**config.mk**
```make
export PLATFORM = sky130hd
export DESIGN_NAME = three_class_teller_scheduler_top
export DESIGN_NICKNAME = d
export VERILOG_FILES = /design/src/tcts_pkg.sv /design/src/three_class_teller_scheduler_top.sv /design/src/tcts_pick.sv
export SDC_FILE = /design/constraint.sdc
export NUM_CORES = 1
export LEC_CHECK = 0
export BUFFER_PORTS_ARGS = -buffer_cell sky130_fd_sc_hd__buf_2
export CAP_MARGIN = 30
export CORE_MARGIN = 8
export CORE_UTILIZATION = 62
export CTS_BUF_LIST = sky130_fd_sc_hd__clkbuf_16
export CTS_CLUSTER_SIZE = 10
export DETAILED_ROUTE_END_ITERATION = 10
export PLACE_DENSITY = 0.8
export SETUP_SLACK_MARGIN = 0.02
export SLEW_MARGIN = 20
export SYNTH_ARGS = -nofsm -noshare
export SYNTH_HDL_FRONTEND = slang
export SYNTH_SLANG_ARGS = --single-unit
```
**constraint.sdc**
```tcl
create_clock -name clk -period 5.76 [get_ports clk]
set_input_delay 1.152 -clock clk [delete_from_list [all_inputs] [get_ports clk]]
set_output_delay 1.152 -clock clk [all_outputs]
set_load 0.03 [all_outputs]
```
**src/tcts_pkg.sv**
```systemverilog
// Shared types, constants and helpers for the three-class teller scheduler.
// Used by tcts_pick, the top level and the checker. No dependencies.
`default_nettype none

package tcts_pkg;

  localparam int MAX_SERVERS = 16;
  localparam int QUEUE_DEPTH = 16;
  localparam int NUM_CLASSES = 3;

  // Fixed field widths
  localparam int CLS_W     = 2;
  localparam int ID_W      = 16;
  localparam int STATUS_W  = 2;
  localparam int SRV_IDX_W = 4;
  localparam int FREED_W   = 5;
  localparam int SC_W      = 5;   // server_count register
  localparam int LIM_W     = 4;   // fairness_limit register and streak counter
  localparam int APB_DW    = 32;
  localparam int APB_AW    = 3;

  // Derived widths
  localparam int SRV_W  = (MAX_SERVERS > 1) ? $clog2(MAX_SERVERS) : 1;
  localparam int QPW    = $clog2(QUEUE_DEPTH);
  localparam int QCW    = $clog2(QUEUE_DEPTH + 1);
  localparam int MEM_D  = NUM_CLASSES * QUEUE_DEPTH;
  localparam int MEM_AW = $clog2(MEM_D);

  // Reset values of the configuration registers
  localparam logic [SC_W-1:0]  SERVER_COUNT_RST   = SC_W'(9);
  localparam logic [LIM_W-1:0] FAIRNESS_LIMIT_RST = LIM_W'(5);

  // Register index (paddr bit 2)
  localparam logic REG_SERVER_COUNT   = 1'b0;
  localparam logic REG_FAIRNESS_LIMIT = 1'b1;

  // Input function codes
  localparam logic FUNC_ARRIVAL = 1'b0;
  localparam logic FUNC_TICK    = 1'b1;

  // Class codes
  localparam logic [CLS_W-1:0] CLASS_HIGH = 2'd0;
  localparam logic [CLS_W-1:0] CLASS_MID  = 2'd1;
  localparam logic [CLS_W-1:0] CLASS_LOW  = 2'd2;

  // Result status codes
  localparam logic [STATUS_W-1:0] ST_PLACED  = 2'd0;
  localparam logic [STATUS_W-1:0] ST_QUEUED  = 2'd1;
  localparam logic [STATUS_W-1:0] ST_DROPPED = 2'd2;
  localparam logic [STATUS_W-1:0] ST_NONE    = 2'd3;

  typedef struct packed {
    logic             ok;
    logic [SRV_W-1:0] idx;
  } pick_t;

  // Flat address of entry ptr of class cls in the shared id memory
  function automatic logic [MEM_AW-1:0] fifo_addr(input logic [CLS_W-1:0] cls,
                                                   input logic [QPW-1:0]   ptr);
    logic [MEM_AW-1:0] base;
    base = MEM_AW'(cls) * MEM_AW'(QUEUE_DEPTH);
    return base + MEM_AW'(ptr);
  endfunction

endpackage

`default_nettype wire

```
**src/three_class_teller_scheduler_top.sv**
```systemverilog
// Three-class teller scheduler, top level: command port, APB config, FIFOs, sequencer.
// Depends on tcts_pkg and tcts_pick.
`default_nettype none

// Strict-priority scheduler for three request classes (0 highest, 2 lowest)
// over up to 16 servers, with a starvation guard for class 2. A transaction is
// taken when start is high and busy is low. An arrival (func 0) keeps busy high
// in its S_ARR state; its one result is on the ports in the cycle right after
// that. A tick (func 1) keeps busy high through S_FREE, which frees every active
// server and counts those that were busy, then S_TRY, which takes the classes in
// turn while the shared picker finds the lowest free server and applies the
// guard for each, and last the closing state S_FIN. A tick
// gives one result per head placed (class order, at most three) or a single
// "none placed" result; last marks the final one. Results appear on the
// result ports for exactly one cycle with result_valid high; the receiver
// cannot stall them, so they must be captured when shown. Queued ids live in
// one 48-entry memory (16 per class) with a registered read port; its
// contents are undefined until written and need no clearing after reset.
// Config registers: server_count at 0x0, fairness_limit at 0x4; write only
// while the block is idle.

module three_class_teller_scheduler_top (
  input  wire logic                              clk,
  input  wire logic                              rst,
  // command channel
  input  wire logic                              start,
  output logic                                   busy,
  input  wire logic                              func,
  input  wire logic [tcts_pkg::CLS_W-1:0]        request_class,
  input  wire logic [tcts_pkg::ID_W-1:0]         request_id,
  // result channel
  output logic                                   result_valid,
  output logic [tcts_pkg::STATUS_W-1:0]          status,
  output logic [tcts_pkg::SRV_IDX_W-1:0]         server_index,
  output logic [tcts_pkg::ID_W-1:0]              placed_id,
  output logic [tcts_pkg::CLS_W-1:0]             placed_class,
  output logic [tcts_pkg::FREED_W-1:0]           freed_count,
  output logic                                   last,
  // APB config port
  input  wire logic                              psel,
  input  wire logic                              penable,
  input  wire logic                              pwrite,
  input  wire logic [tcts_pkg::APB_AW-1:0]       paddr,
  input  wire logic [tcts_pkg::APB_DW-1:0]       pwdata,
  output logic [tcts_pkg::APB_DW-1:0]            prdata,
  output logic                                   pready
);

  typedef enum logic [4:0] {
    S_IDLE = 5'b00001,
    S_ARR  = 5'b00010,
    S_FREE = 5'b00100,
    S_TRY  = 5'b01000,
    S_FIN  = 5'b10000
  } state_t;

  state_t state;

  // config registers
  logic [tcts_pkg::SC_W-1:0]  server_count;
  logic [tcts_pkg::LIM_W-1:0] fairness_limit;

  // scheduler state
  logic [tcts_pkg::MAX_SERVERS-1:0] server_busy;
  logic [tcts_pkg::QPW-1:0]         fifo_head  [tcts_pkg::NUM_CLASSES];
  logic [tcts_pkg::QCW-1:0]         fifo_count [tcts_pkg::NUM_CLASSES];
  logic [tcts_pkg::LIM_W-1:0]       streak;

  // latched transaction
  logic [tcts_pkg::CLS_W-1:0]    op_cls;
  logic [tcts_pkg::ID_W-1:0]     op_id;

  // tick working registers
  logic [tcts_pkg::CLS_W-1:0]    try_cls;
  logic [tcts_pkg::FREED_W-1:0]  freed_cnt;
  logic                          pend_valid;
  logic [tcts_pkg::SRV_W-1:0]    pend_srv;
  logic [tcts_pkg::CLS_W-1:0]    pend_cls;

  // id memory
  logic [tcts_pkg::ID_W-1:0]     fifo_mem [tcts_pkg::MEM_D];
  logic [tcts_pkg::ID_W-1:0]     rd_data;
  logic                          mem_wr;
  logic                          mem_rd;

  logic                          accept;
  logic                          cfg_wr;
  logic [tcts_pkg::SC_W-1:0]     active_n;
  logic [tcts_pkg::MAX_SERVERS-1:0] active_mask;
  logic [tcts_pkg::FREED_W-1:0]  freed_sum;

  logic                          cls_ok;
  logic [tcts_pkg::CLS_W-1:0]    cur_cls;
  logic [tcts_pkg::QCW-1:0]      cur_cnt;
  logic [tcts_pkg::QPW-1:0]      cur_head;
  logic [tcts_pkg::QPW-1:0]      cur_tail;
  logic [tcts_pkg::QPW-1:0]      head_next;
  logic [tcts_pkg::QCW:0]        tail_sum;
  logic                          arr_place;
  logic                          arr_drop;
  logic                          try_place;
  logic                          do_occupy;
  logic [tcts_pkg::LIM_W-1:0]    streak_next;
  tcts_pkg::pick_t               pick;

  // result staging
  logic                              res_emit;
  logic [tcts_pkg::STATUS_W-1:0]     res_status;
  logic [tcts_pkg::SRV_IDX_W-1:0]    res_srv;
  logic [tcts_pkg::ID_W-1:0]         res_id;
  logic [tcts_pkg::CLS_W-1:0]        res_cls;
  logic [tcts_pkg::FREED_W-1:0]      res_freed;
  logic                              res_last;

  assign busy   = (state != S_IDLE);
  assign accept = start && !busy;
  assign pready = 1'b1;
  assign cfg_wr = psel && penable && pwrite;

  always_comb begin
    case (paddr[2])
      tcts_pkg::REG_SERVER_COUNT: prdata = tcts_pkg::APB_DW'(server_count);
      default:                    prdata = tcts_pkg::APB_DW'(fairness_limit);
    endcase
  end

  // Active servers: count saturates at the number built
  assign active_n = (server_count > tcts_pkg::SC_W'(tcts_pkg::MAX_SERVERS)) ?
                    tcts_pkg::SC_W'(tcts_pkg::MAX_SERVERS) : server_count;

  always_comb begin
    for (int i = 0; i < tcts_pkg::MAX_SERVERS; i++) begin
      active_mask[i] = (i < int'(active_n));
    end
  end

  always_comb begin
    freed_sum = '0;
    for (int i = 0; i < tcts_pkg::MAX_SERVERS; i++) begin
      freed_sum = freed_sum + tcts_pkg::FREED_W'(server_busy[i] & active_mask[i]);
    end
  end

  // Class under work: the arriving class, or the class the tick is trying.
  // An invalid arriving class is dropped and only selects class 0 here.
  assign cls_ok  = (op_cls < tcts_pkg::CLS_W'(tcts_pkg::NUM_CLASSES));
  assign cur_cls = (state == S_TRY) ? try_cls : (cls_ok ? op_cls : tcts_pkg::CLASS_HIGH);
  assign cur_cnt  = fifo_count[cur_cls];
  assign cur_head = fifo_head[cur_cls];

  assign tail_sum = (tcts_pkg::QCW+1)'(cur_head) + (tcts_pkg::QCW+1)'(cur_cnt);
  assign cur_tail = (tail_sum >= (tcts_pkg::QCW+1)'(tcts_pkg::QUEUE_DEPTH)) ?
                    tcts_pkg::QPW'(tail_sum - (tcts_pkg::QCW+1)'(tcts_pkg::QUEUE_DEPTH)) :
                    tcts_pkg::QPW'(tail_sum);
  assign head_next = (cur_head == tcts_pkg::QPW'(tcts_pkg::QUEUE_DEPTH - 1)) ?
                     '0 : cur_head + 1'b1;

  tcts_pick u_pick (
    .server_busy (server_busy),
    .active_mask (active_mask),
    .streak      (streak),
    .limit       (fairness_limit),
    .cls         (cur_cls),
    .low_waiting (fifo_count[tcts_pkg::CLASS_LOW] != '0),
    .pick        (pick)
  );

  assign arr_place = cls_ok && (cur_cnt == '0) && pick.ok;
  assign arr_drop  = !cls_ok || (cur_cnt >= tcts_pkg::QCW'(tcts_pkg::QUEUE_DEPTH));
  assign try_place = (cur_cnt != '0) && pick.ok;
  assign do_occupy = ((state == S_ARR) && arr_place) || ((state == S_TRY) && try_place);
  assign mem_wr    = (state == S_ARR) && !arr_place && !arr_drop;
  assign mem_rd    = (state == S_TRY) && try_place;

  // Streak: class 2 clears it, class 0/1 counts up to the limit
  always_comb begin
    if (cur_cls == tcts_pkg::CLASS_LOW) begin
      streak_next = '0;
    end else if (streak < fairness_limit) begin
      streak_next = streak + 1'b1;
    end else begin
      streak_next = fairness_limit;
    end
  end

  // Result staging. A tick result is held in pend_* until we know whether
  // another class places after it, so last can be set on the final one.
  always_comb begin
    res_emit   = 1'b0;
    res_status = tcts_pkg::ST_NONE;
    res_srv    = '0;
    res_id     = '0;
    res_cls    = '0;
    res_freed  = '0;
    res_last   = 1'b0;
    case (state)
      S_ARR: begin
        res_emit = 1'b1;
        res_id   = op_id;
        res_cls  = op_cls;
        res_last = 1'b1;
        if (arr_place) begin
          res_status = tcts_pkg::ST_PLACED;
          res_srv    = tcts_pkg::SRV_IDX_W'(pick.idx);
        end else if (arr_drop) begin
          res_status = tcts_pkg::ST_DROPPED;
        end else begin
          res_status = tcts_pkg::ST_QUEUED;
        end
      end
      S_TRY: begin
        res_emit   = try_place && pend_valid;
        res_status = tcts_pkg::ST_PLACED;
        res_srv    = tcts_pkg::SRV_IDX_W'(pend_srv);
        res_id     = rd_data;
        res_cls    = pend_cls;
        res_freed  = freed_cnt;
      end
      S_FIN: begin
        res_emit  = 1'b1;
        res_freed = freed_cnt;
        res_last  = 1'b1;
        if (pend_valid) begin
          res_status = tcts_pkg::ST_PLACED;
          res_srv    = tcts_pkg::SRV_IDX_W'(pend_srv);
          res_id     = rd_data;
          res_cls    = pend_cls;
        end
      end
      default: begin
        res_emit = 1'b0;
      end
    endcase
  end

  // Control state
  always_ff @(posedge clk) begin
    if (rst) begin
      state          <= S_IDLE;
      server_count   <= tcts_pkg::SERVER_COUNT_RST;
      fairness_limit <= tcts_pkg::FAIRNESS_LIMIT_RST;
      server_busy    <= '0;
      streak         <= '0;
      result_valid   <= 1'b0;
      pend_valid     <= 1'b0;
      try_cls        <= tcts_pkg::CLASS_HIGH;
      for (int c = 0; c < tcts_pkg::NUM_CLASSES; c++) begin
        fifo_head[c]  <= '0;
        fifo_count[c] <= '0;
      end
    end else begin
      result_valid <= res_emit;

      if (cfg_wr) begin
        case (paddr[2])
          tcts_pkg::REG_SERVER_COUNT: server_count <= pwdata[tcts_pkg::SC_W-1:0];
          default:                    fairness_limit <= pwdata[tcts_pkg::LIM_W-1:0];
        endcase
      end

      if (do_occupy) begin
        server_busy[pick.idx] <= 1'b1;
        streak                <= streak_next;
      end

      case (state)
        S_IDLE: begin
          if (accept) begin
            state <= (func == tcts_pkg::FUNC_TICK) ? S_FREE : S_ARR;
          end
        end
        S_ARR: begin
          if (mem_wr) begin
            fifo_count[cur_cls] <= cur_cnt + 1'b1;
          end
          state <= S_IDLE;
        end
        S_FREE: begin
          server_busy <= server_busy & ~active_mask;
          try_cls     <= tcts_pkg::CLASS_HIGH;
          pend_valid  <= 1'b0;
          state       <= S_TRY;
        end
        S_TRY: begin
          if (try_place) begin
            fifo_head[cur_cls]  <= head_next;
            fifo_count[cur_cls] <= cur_cnt - 1'b1;
            pend_valid          <= 1'b1;
          end
          try_cls <= try_cls + 1'b1;
          if (try_cls == tcts_pkg::CLASS_LOW) begin
            state <= S_FIN;
          end
        end
        S_FIN: begin
          pend_valid <= 1'b0;
          state      <= S_IDLE;
        end
        default: begin
          state <= S_IDLE;
        end
      endcase
    end
  end

  // Payload registers
  always_ff @(posedge clk) begin
    if (accept) begin
      op_cls  <= request_class;
      op_id   <= request_id;
    end
    if (state == S_FREE) begin
      freed_cnt <= freed_sum;
    end
    if (mem_rd) begin
      pend_srv <= pick.idx;
      pend_cls <= cur_cls;
    end
    if (res_emit) begin
      status       <= res_status;
      server_index <= res_srv;
      placed_id    <= res_id;
      placed_class <= res_cls;
      freed_count  <= res_freed;
      last         <= res_last;
    end
  end

  // Id memory: one write port (queue tail), one registered read port (head)
  always_ff @(posedge clk) begin
    if (mem_wr) begin
      fifo_mem[tcts_pkg::fifo_addr(cur_cls, cur_tail)] <= op_id;
    end
    if (mem_rd) begin
      rd_data <= fifo_mem[tcts_pkg::fifo_addr(cur_cls, cur_head)];
    end
  end

endmodule

`default_nettype wire

```
**src/tcts_pick.sv**
```systemverilog
// Shared server picker: lowest free active server plus the starvation guard.
// Depends on tcts_pkg.
`default_nettype none

module tcts_pick (
  input  wire logic [tcts_pkg::MAX_SERVERS-1:0] server_busy,
  input  wire logic [tcts_pkg::MAX_SERVERS-1:0] active_mask,
  input  wire logic [tcts_pkg::LIM_W-1:0]       streak,
  input  wire logic [tcts_pkg::LIM_W-1:0]       limit,
  input  wire logic [tcts_pkg::CLS_W-1:0]       cls,
  input  wire logic                             low_waiting,
  output tcts_pkg::pick_t                       pick
);

  logic                       found;
  logic [tcts_pkg::SRV_W-1:0] idx;
  logic                       blocked;

  // Priority encoder, lowest index wins
  always_comb begin
    found = 1'b0;
    idx   = '0;
    for (int i = tcts_pkg::MAX_SERVERS - 1; i >= 0; i--) begin
      if (active_mask[i] && !server_busy[i]) begin
        found = 1'b1;
        idx   = tcts_pkg::SRV_W'(i);
      end
    end
  end

  assign blocked  = (streak >= limit) && (cls < tcts_pkg::CLASS_LOW) && low_waiting;
  assign pick.ok  = found && !blocked;
  assign pick.idx = idx;

endmodule

`default_nettype wire

```
== Yosys cells after proc, flatten, opt, wreduce, memory -nomap -nowiden ==
Memory sizes are Yosys's and may differ from the RTL's. A register that Yosys moved wholly into a read port is not among the register bits.
Cells that the tools add are included.

* Flip-flop bits (word level): 97
* RAM bits: 795
* Input bits: 60
* Output and inout port bits: 65
* Word-level logic and storage cells: 255
* Memories kept: 3

{| class="wikitable"
|+ Memory list
! memory !! words !! width !! read ports !! clocked after Yosys merged registers in !! write ports !! line !! RTL
|-
| fifo_mem || 48 || 16 || 1 || 1 || 1 || three_class_teller_scheduler_top.sv:81 || <nowiki>logic [tcts_pkg::ID_W-1:0] fifo_mem [tcts_pkg::MEM_D];</nowiki>
|-
| fifo_count || 3 || 5 || 2 || 0 || 3 || three_class_teller_scheduler_top.sv:66 || <nowiki>logic [tcts_pkg::QCW-1:0] fifo_count [tcts_pkg::NUM_CLASSES];</nowiki>
|-
| fifo_head || 3 || 4 || 1 || 0 || 3 || three_class_teller_scheduler_top.sv:65 || <nowiki>logic [tcts_pkg::QPW-1:0] fifo_head [tcts_pkg::NUM_CLASSES];</nowiki>
|}

* Add/subtract/negate cells: 24
* $lt $le $gt $ge: 25
* Eq/ne operators: 12
* Mux-type cells: 82
* Bitwise gates (word level): 21
* Reductions and logical operators: 69

{| class="wikitable"
|+ Operators with widths
! kind !! number
|-
| 2-to-1 mux 4 bit || 23
|-
| adder 5 x 1 -> 5 bit || 11
|-
| 2-to-1 mux 16 bit || 3
|-
| case mux 16 bit (3 select lines) || 1
|-
| less-than comparator 4 x 5 -> 1 bit (first input constant) || 8
|-
| 2-to-1 mux 1 bit || 32
|-
| logical AND 1 bit || 31
|-
| 2-to-1 mux 5 bit || 6
|-
| logical NOT 1 bit || 21
|-
| less-than comparator 3 x 5 -> 1 bit (first input constant) || 4
|-
| bitwise AND 1 bit || 16
|-
| bitwise AND 16 bit || 1
|-
| 2-to-1 mux 2 bit || 8
|-
| NOT 16 bit || 1
|-
| OR 16 bit || 1
|-
| case mux 5 bit (3 select lines) || 1
|-
| adder 6 x 4 -> 6 bit || 2
|-
| case mux 2 bit (3 select lines) || 2
|-
| case mux 4 bit (3 select lines) || 1
|-
| less-than comparator 1 x 5 -> 1 bit (first input constant) || 2
|-
| less-than comparator 2 x 5 -> 1 bit (first input constant) || 2
|-
| nonzero test 5 bit || 2
|-
| adder 4 x 1 -> 4 bit (second input constant) || 2
|-
| AND reduction 2 bit || 4
|-
| other kinds (39) || 48
|}

== Logic depth before layout (Yosys ltp) ==
* Depth in word-level cells: 32
* Mapped depth: 17
* Gate-level depth less buffers: 15

== Cells and area by module ==
A second synthesis with hierarchy kept.

* Cell total of the unflattened synthesis: 2792
* Area total of the unflattened synthesis: 38003.9 sq um

{| class="wikitable"
|+ By module, submodules not included
! module !! times used !! cells each !! area each (sq um) !! seq. area each (sq um)
|-
| three_class_teller_scheduler_top || 1 || 2731 || 37617.3 || 27156.0
|-
| tcts_pick || 1 || 61 || 386.6 || 0.0
|}

== Least setup slack after synthesis ==
Ideal clock, no wire load.

* Kind: register to register
* From: reg state[0]
* To: mem fifo_mem[0][0] (netlist name), enable pin
* Library setup time: 0.389 ns
* Data arrival time: 4.360 ns
* Data required time: 5.371 ns
* Slack: 1.012 ns
* Cell stages (with the launch flop): 18
* Path buffers: 4
* Period minus slack after synthesis: 4.748 ns
* Cells stage by stage: dfxtp_1 -> or3_1 -> buf_6 -> o21ai_4 -> buf_6 -> and3_1 -> or3_1 -> nand2_2 -> inv_2 -> clkbuf_1 -> clkbuf_1 -> ha_1 -> a21o_1 -> a21oi_1 -> xor2_1 -> xor2_1 -> nand2_1 -> nor2_1

* Longest elaborated chain between the ends: 13
* Elaborated cells on any way between the ends: 26
* Those cells by class: add/sub: 3; order compare: 3; eq/ne: 2; mux: 4; reduce/logical: 12; memory: 2

{| class="wikitable"
|+ Ends and longest elaborated chain
! element !! line !! RTL
|-
| from (decl) || three_class_teller_scheduler_top.sv:57 || <nowiki>state_t state;</nowiki>
|-
| from (signal assigned) || three_class_teller_scheduler_top.sv:269 || <nowiki>state <= (func == tcts_pkg::FUNC_TICK) ? S_FREE : S_ARR;</nowiki>
|-
| branches (longest 13 deep; another with adder 4 x 5 -> 6 bit) || - ||
|-
| to (decl) || three_class_teller_scheduler_top.sv:81 ||
|}

Parallel ways; which one is timed is not known.

== Final worst setup path ==
* From: reg state[0]
* To: mem fifo_mem[16][2] (netlist name), enable pin

The elaborated chain is that of the path after synthesis.

==> impl_summary.txt <==
----------------------------------------------------
[Drt]
  First DRT Iteration DRCs ... between 3000 and 4000
  First-pass iteration count of the detailed router ... 6
  Detailed-route vias per instance ... 6.57
  Total vias in the final route ... between 20000 and 25000
  Total wirelength of the detailed-routed design ... 95300 um
  Avg WL per Cell ... 26.4 um
  Total DRC errors in the routed layout ... 0
  Antenna violation net count after detailed routing ... 0

[Timing]
  Setup ws final ... roughly 750 ps
  Post-Route Skew ... approximately 30 ps
  Final Cycle Share ... 87.0%
  Setup total negative slack ... 0 ps
  Setup repair after global routing missed its margin ... false
  Final critical delay including setup and external delays ... 5010 ps
  Slew at the pin closest to its max-slew limit ... 1040 ps
  Number of failing hold endpoints at the final stage ... 0
  Max-slew violation count ... 0
  Maximum clock rate ... 0.200 GHz
  Total of endpoints with negative setup slack in the final report ... 0
  Max transition margin ... 29.8%

[Worst hold path]
  Start point of the worst min-delay path ... server_busy[4]
  Hold Path Stages ... 2
  Class of the worst hold path ... flop to flop
  Hold Path End ... server_busy[4]

[Worst setup path]
  Arrival @ worst endpoint ... 5340 ps
  Slowest-stage cell, CP ... sky130_fd_sc_hd__or3_1
  Data required time at the worst endpoint ... 6100 ps
  Crit path cell chain ... or3_1 > o21ai_4 > a21boi_1 > or3_1 > nand2_2 > inv_2 > ha_1 > a21o_1 > a21oi_1 > xor2_1 > xor2_1 > nand2_1 > nor2_1 > buf_4
  Launch point of the worst reg-to-reg path ... state[0]
  Startpoint class of the critical path ... flop
  Stage delay of the slowest cell on the critical path ... 600 ps
  Number of logic stages on the critical path including buffering ... 14
  Setup slack of the most critical reg-to-reg path ... 750 ps
  Worst Setup End Kind ... flop
  Highest fanout seen on the critical path ... 19
  Number of buffer and inverter stages on the critical path ... 2
  Class of the most critical setup path ... flop to flop
  Category of cells accounting for the largest share of critical-path delay ... simple AND/OR/NAND/NOR gates
  Capture instance of the worst register-to-register path ... fifo_mem[16][2]
  R2R depth ... 14

[Global routing]
  Total routing resource utilization after global routing ... 26.9%
  Global-route wire length before repair ... 142000 um
  Overall overflow remaining after global route ... 0
  Maximum number of pins on one net before global-route repair ... 93
  Antenna violations before repair ... 2
  Vias in the first global route ... roughly 23000

[Power and ir drop]
  Peak supply drop ... 0.237 mV
  Static Leakage ... ~0.015 uW
  PwrDens ... 340 mW/mm2
  Post-layout total power ... between 10000 and 15000 uW

[Clocking]
  Buffer cell driving the clock tree root ... sky130_fd_sc_hd__clkbuf_16
  # H-tree levels ... 3
  CTS sink cnt ... a little over 900
  Clock tree from TritonCTS ... yes
  Clock latency at the later pin of the worst-skew pair ... 660 ps
  Number of gates given a new drive strength after cts ... 0
  Deepest clock path buffer count ... 3
  Clock-pin slew reported for the worst setup and hold paths after clock tree synthesis ... 60 ps
  Hold-fix buffers at CTS ... 0
  Clock buffer count from CTS ... 102
  Setup Buffers After CTS ... 0

[Cells and area]
  Fin nets ... a little under 3000
  Non-filler instance count after layout ... 3603
  Number of diodes added for antenna fixing ... 0
  Syn-to-layout area delta ... 11.0%
  Layout cells sized above 1 ... 11.8%

[Place]
  Dpl cells ... 3474
  Port-buffer cells ... 67
  Final estimated routing congestion in global placement ... slightly above 0.9
  Post-DP HPWL ... a little under 60000 um
  Worst slack at placement ... ~910 ps

[Synth]
  Leading area contributor after synthesis ... sky130_fd_sc_hd__edfxtp_1
  Most area-consuming cells after synthesis ... sky130_fd_sc_hd__edfxtp_1 70%, sky130_fd_sc_hd__mux2i_1 5.8%, sky130_fd_sc_hd__nand2_1 4.2%, sky130_fd_sc_hd__dfxtp_1 2.0%, sky130_fd_sc_hd__nand3_1 1.7%
  Post-synthesis instance area ... 0.0378 mm2
  Dominant cell by count in the synthesized netlist ... sky130_fd_sc_hd__edfxtp_1
  Cell count after synthesis ... 2649
  Synth cell count leaders ... 879 x sky130_fd_sc_hd__edfxtp_1, 423 x sky130_fd_sc_hd__nand2_1, 219 x sky130_fd_sc_hd__mux2i_1
  Share of synthesized area occupied by flip-flops and latches ... 71.9%
  Distinct cell type count after synthesis ... 89
  Register bit count reported by yosys ... ~900
  Flip-flop cell with the highest count after synthesis ... sky130_fd_sc_hd__edfxtp_1
  Count of flip-flops with a built-in enable after synthesis ... a little under 900
  Proportion of register bits with asynchronous set or reset after synthesis ... 0%
  Portion of synthesized cell area occupied by the leading cell type ... 69.9%
  Ys Warns ... 0
  Average cell area after synthesis ... about 14 um2

[Die]
  Site Rows ... 90
  Die outline area ... 0.0691 mm2
  DIE WIDTH ... 263 um
  Initial core utilization ... 62.7%
  Number of ports placed on the die boundary ... 125
  Area of the core ... roughly 0.060 mm2
  Die outline height ... around 260 um

[Job]
  Max-cap violations ... 0

[Run status]
  Run status ... finished, final reports clean

----------------------------------------------------
## cell type report
cell class              count  area [um2]
repair buffers            182        1220
clock inverters            25         135
multi-input cells        1555        9690
flip-flops and latches    917       27200
inverters                  39         159
clock buffers             103        2580
fillers                  3772       18300
well taps                 782         978
## worst max path at each step
stage | from | end | slack, ps
4_1_cts | state[0] | fifo_mem[16][2] | 820
6_report | state[0] | fifo_mem[16][2] | 750
3_5_place_dp | state[0] | fifo_mem[16][2] | 910
2_1_floorplan | state[0] | fifo_mem[0][0] | 1010
3_3_place_gp | state[0] | fifo_mem[16][15] | 1040
5_1_grt | state[0] | fifo_mem[16][15] | 560
## state kept, by name (all words and copies together), names as in the netlist, 16 cells and up
name,flops
fifo_mem,768
fifo_count,20
fifo_head,16
op_id,16
placed_id,16
rd_data,16
server_busy,16
## cell families after synthesis
family,count (synthesis),synth area share [%]
flops,917,71.9
simple gates,856,10.3
compound gates,405,7.51
mux,226,6.05
buf+inv,203,2.76
fa+ha+maj,28,1.15
xor+xnor,12,0.278
other cells,2,0.0199
## cells in the final DEF, fill, tap and decap left out, types with 27 or more instances in the layout
cell                        count
sky130_fd_sc_hd__conb_1        28
sky130_fd_sc_hd__mux2i_1      219
sky130_fd_sc_hd__clkbuf_16    103
sky130_fd_sc_hd__dfxtp_1       38
sky130_fd_sc_hd__nand3_1      132
sky130_fd_sc_hd__edfxtp_1     879
sky130_fd_sc_hd__o22ai_1       52
sky130_fd_sc_hd__nand2_1      423
sky130_fd_sc_hd__a21oi_1       70
sky130_fd_sc_hd__a31oi_1       42
sky130_fd_sc_hd__buf_2         67
sky130_fd_sc_hd__buf_4        114
sky130_fd_sc_hd__a221oi_1      45
sky130_fd_sc_hd__o211ai_1      27
sky130_fd_sc_hd__nor2_1       120
sky130_fd_sc_hd__and3_1        41
sky130_fd_sc_hd__inv_1         51
sky130_fd_sc_hd__o21ai_0       46
## through the flow
| step | utilization, % | hold slack, ps | area [um2] |
|---|---|---|---|
| final | 69.6 | 492 | 41900 |
| after detailed placement | 65.0 | 479 | 39200 |
| after floorplan | - | 447 | 37900 |
| after global placement | 65.0 | 472 | 39200 |
| after CTS | 69.5 | 489 | 41900 |
| after global routing | 69.6 | 523 | 41900 |
## metal layers
metal	part of all wire, %	track usage [%]	vias up
met4	5.6	13.8	4
li1	-	-	10300
met3	11	5.46	277
met2	47	42.6	1463
met1	37	35.4	11600
met5	0.028	0	-
## power by group
group,internal [uW],switching [uW]
clock network,3150,2360
logic,376,975
registers,7390,15.0
total,10900,3350
## worst register-to-register path, cell delays in order, from the launching register on
cell	delay, ps
sky130_fd_sc_hd__dfxtp_1	360
sky130_fd_sc_hd__or3_1	600
sky130_fd_sc_hd__o21ai_4	530
sky130_fd_sc_hd__a21boi_1	210
sky130_fd_sc_hd__or3_1	400
sky130_fd_sc_hd__nand2_2	200
sky130_fd_sc_hd__inv_2	120
sky130_fd_sc_hd__ha_1	300
sky130_fd_sc_hd__a21o_1	160
sky130_fd_sc_hd__a21oi_1	200
sky130_fd_sc_hd__xor2_1	320
sky130_fd_sc_hd__xor2_1	280
sky130_fd_sc_hd__nand2_1	230
sky130_fd_sc_hd__nor2_1	480
sky130_fd_sc_hd__buf_4	310
Power figures use the tool's default switching activity.
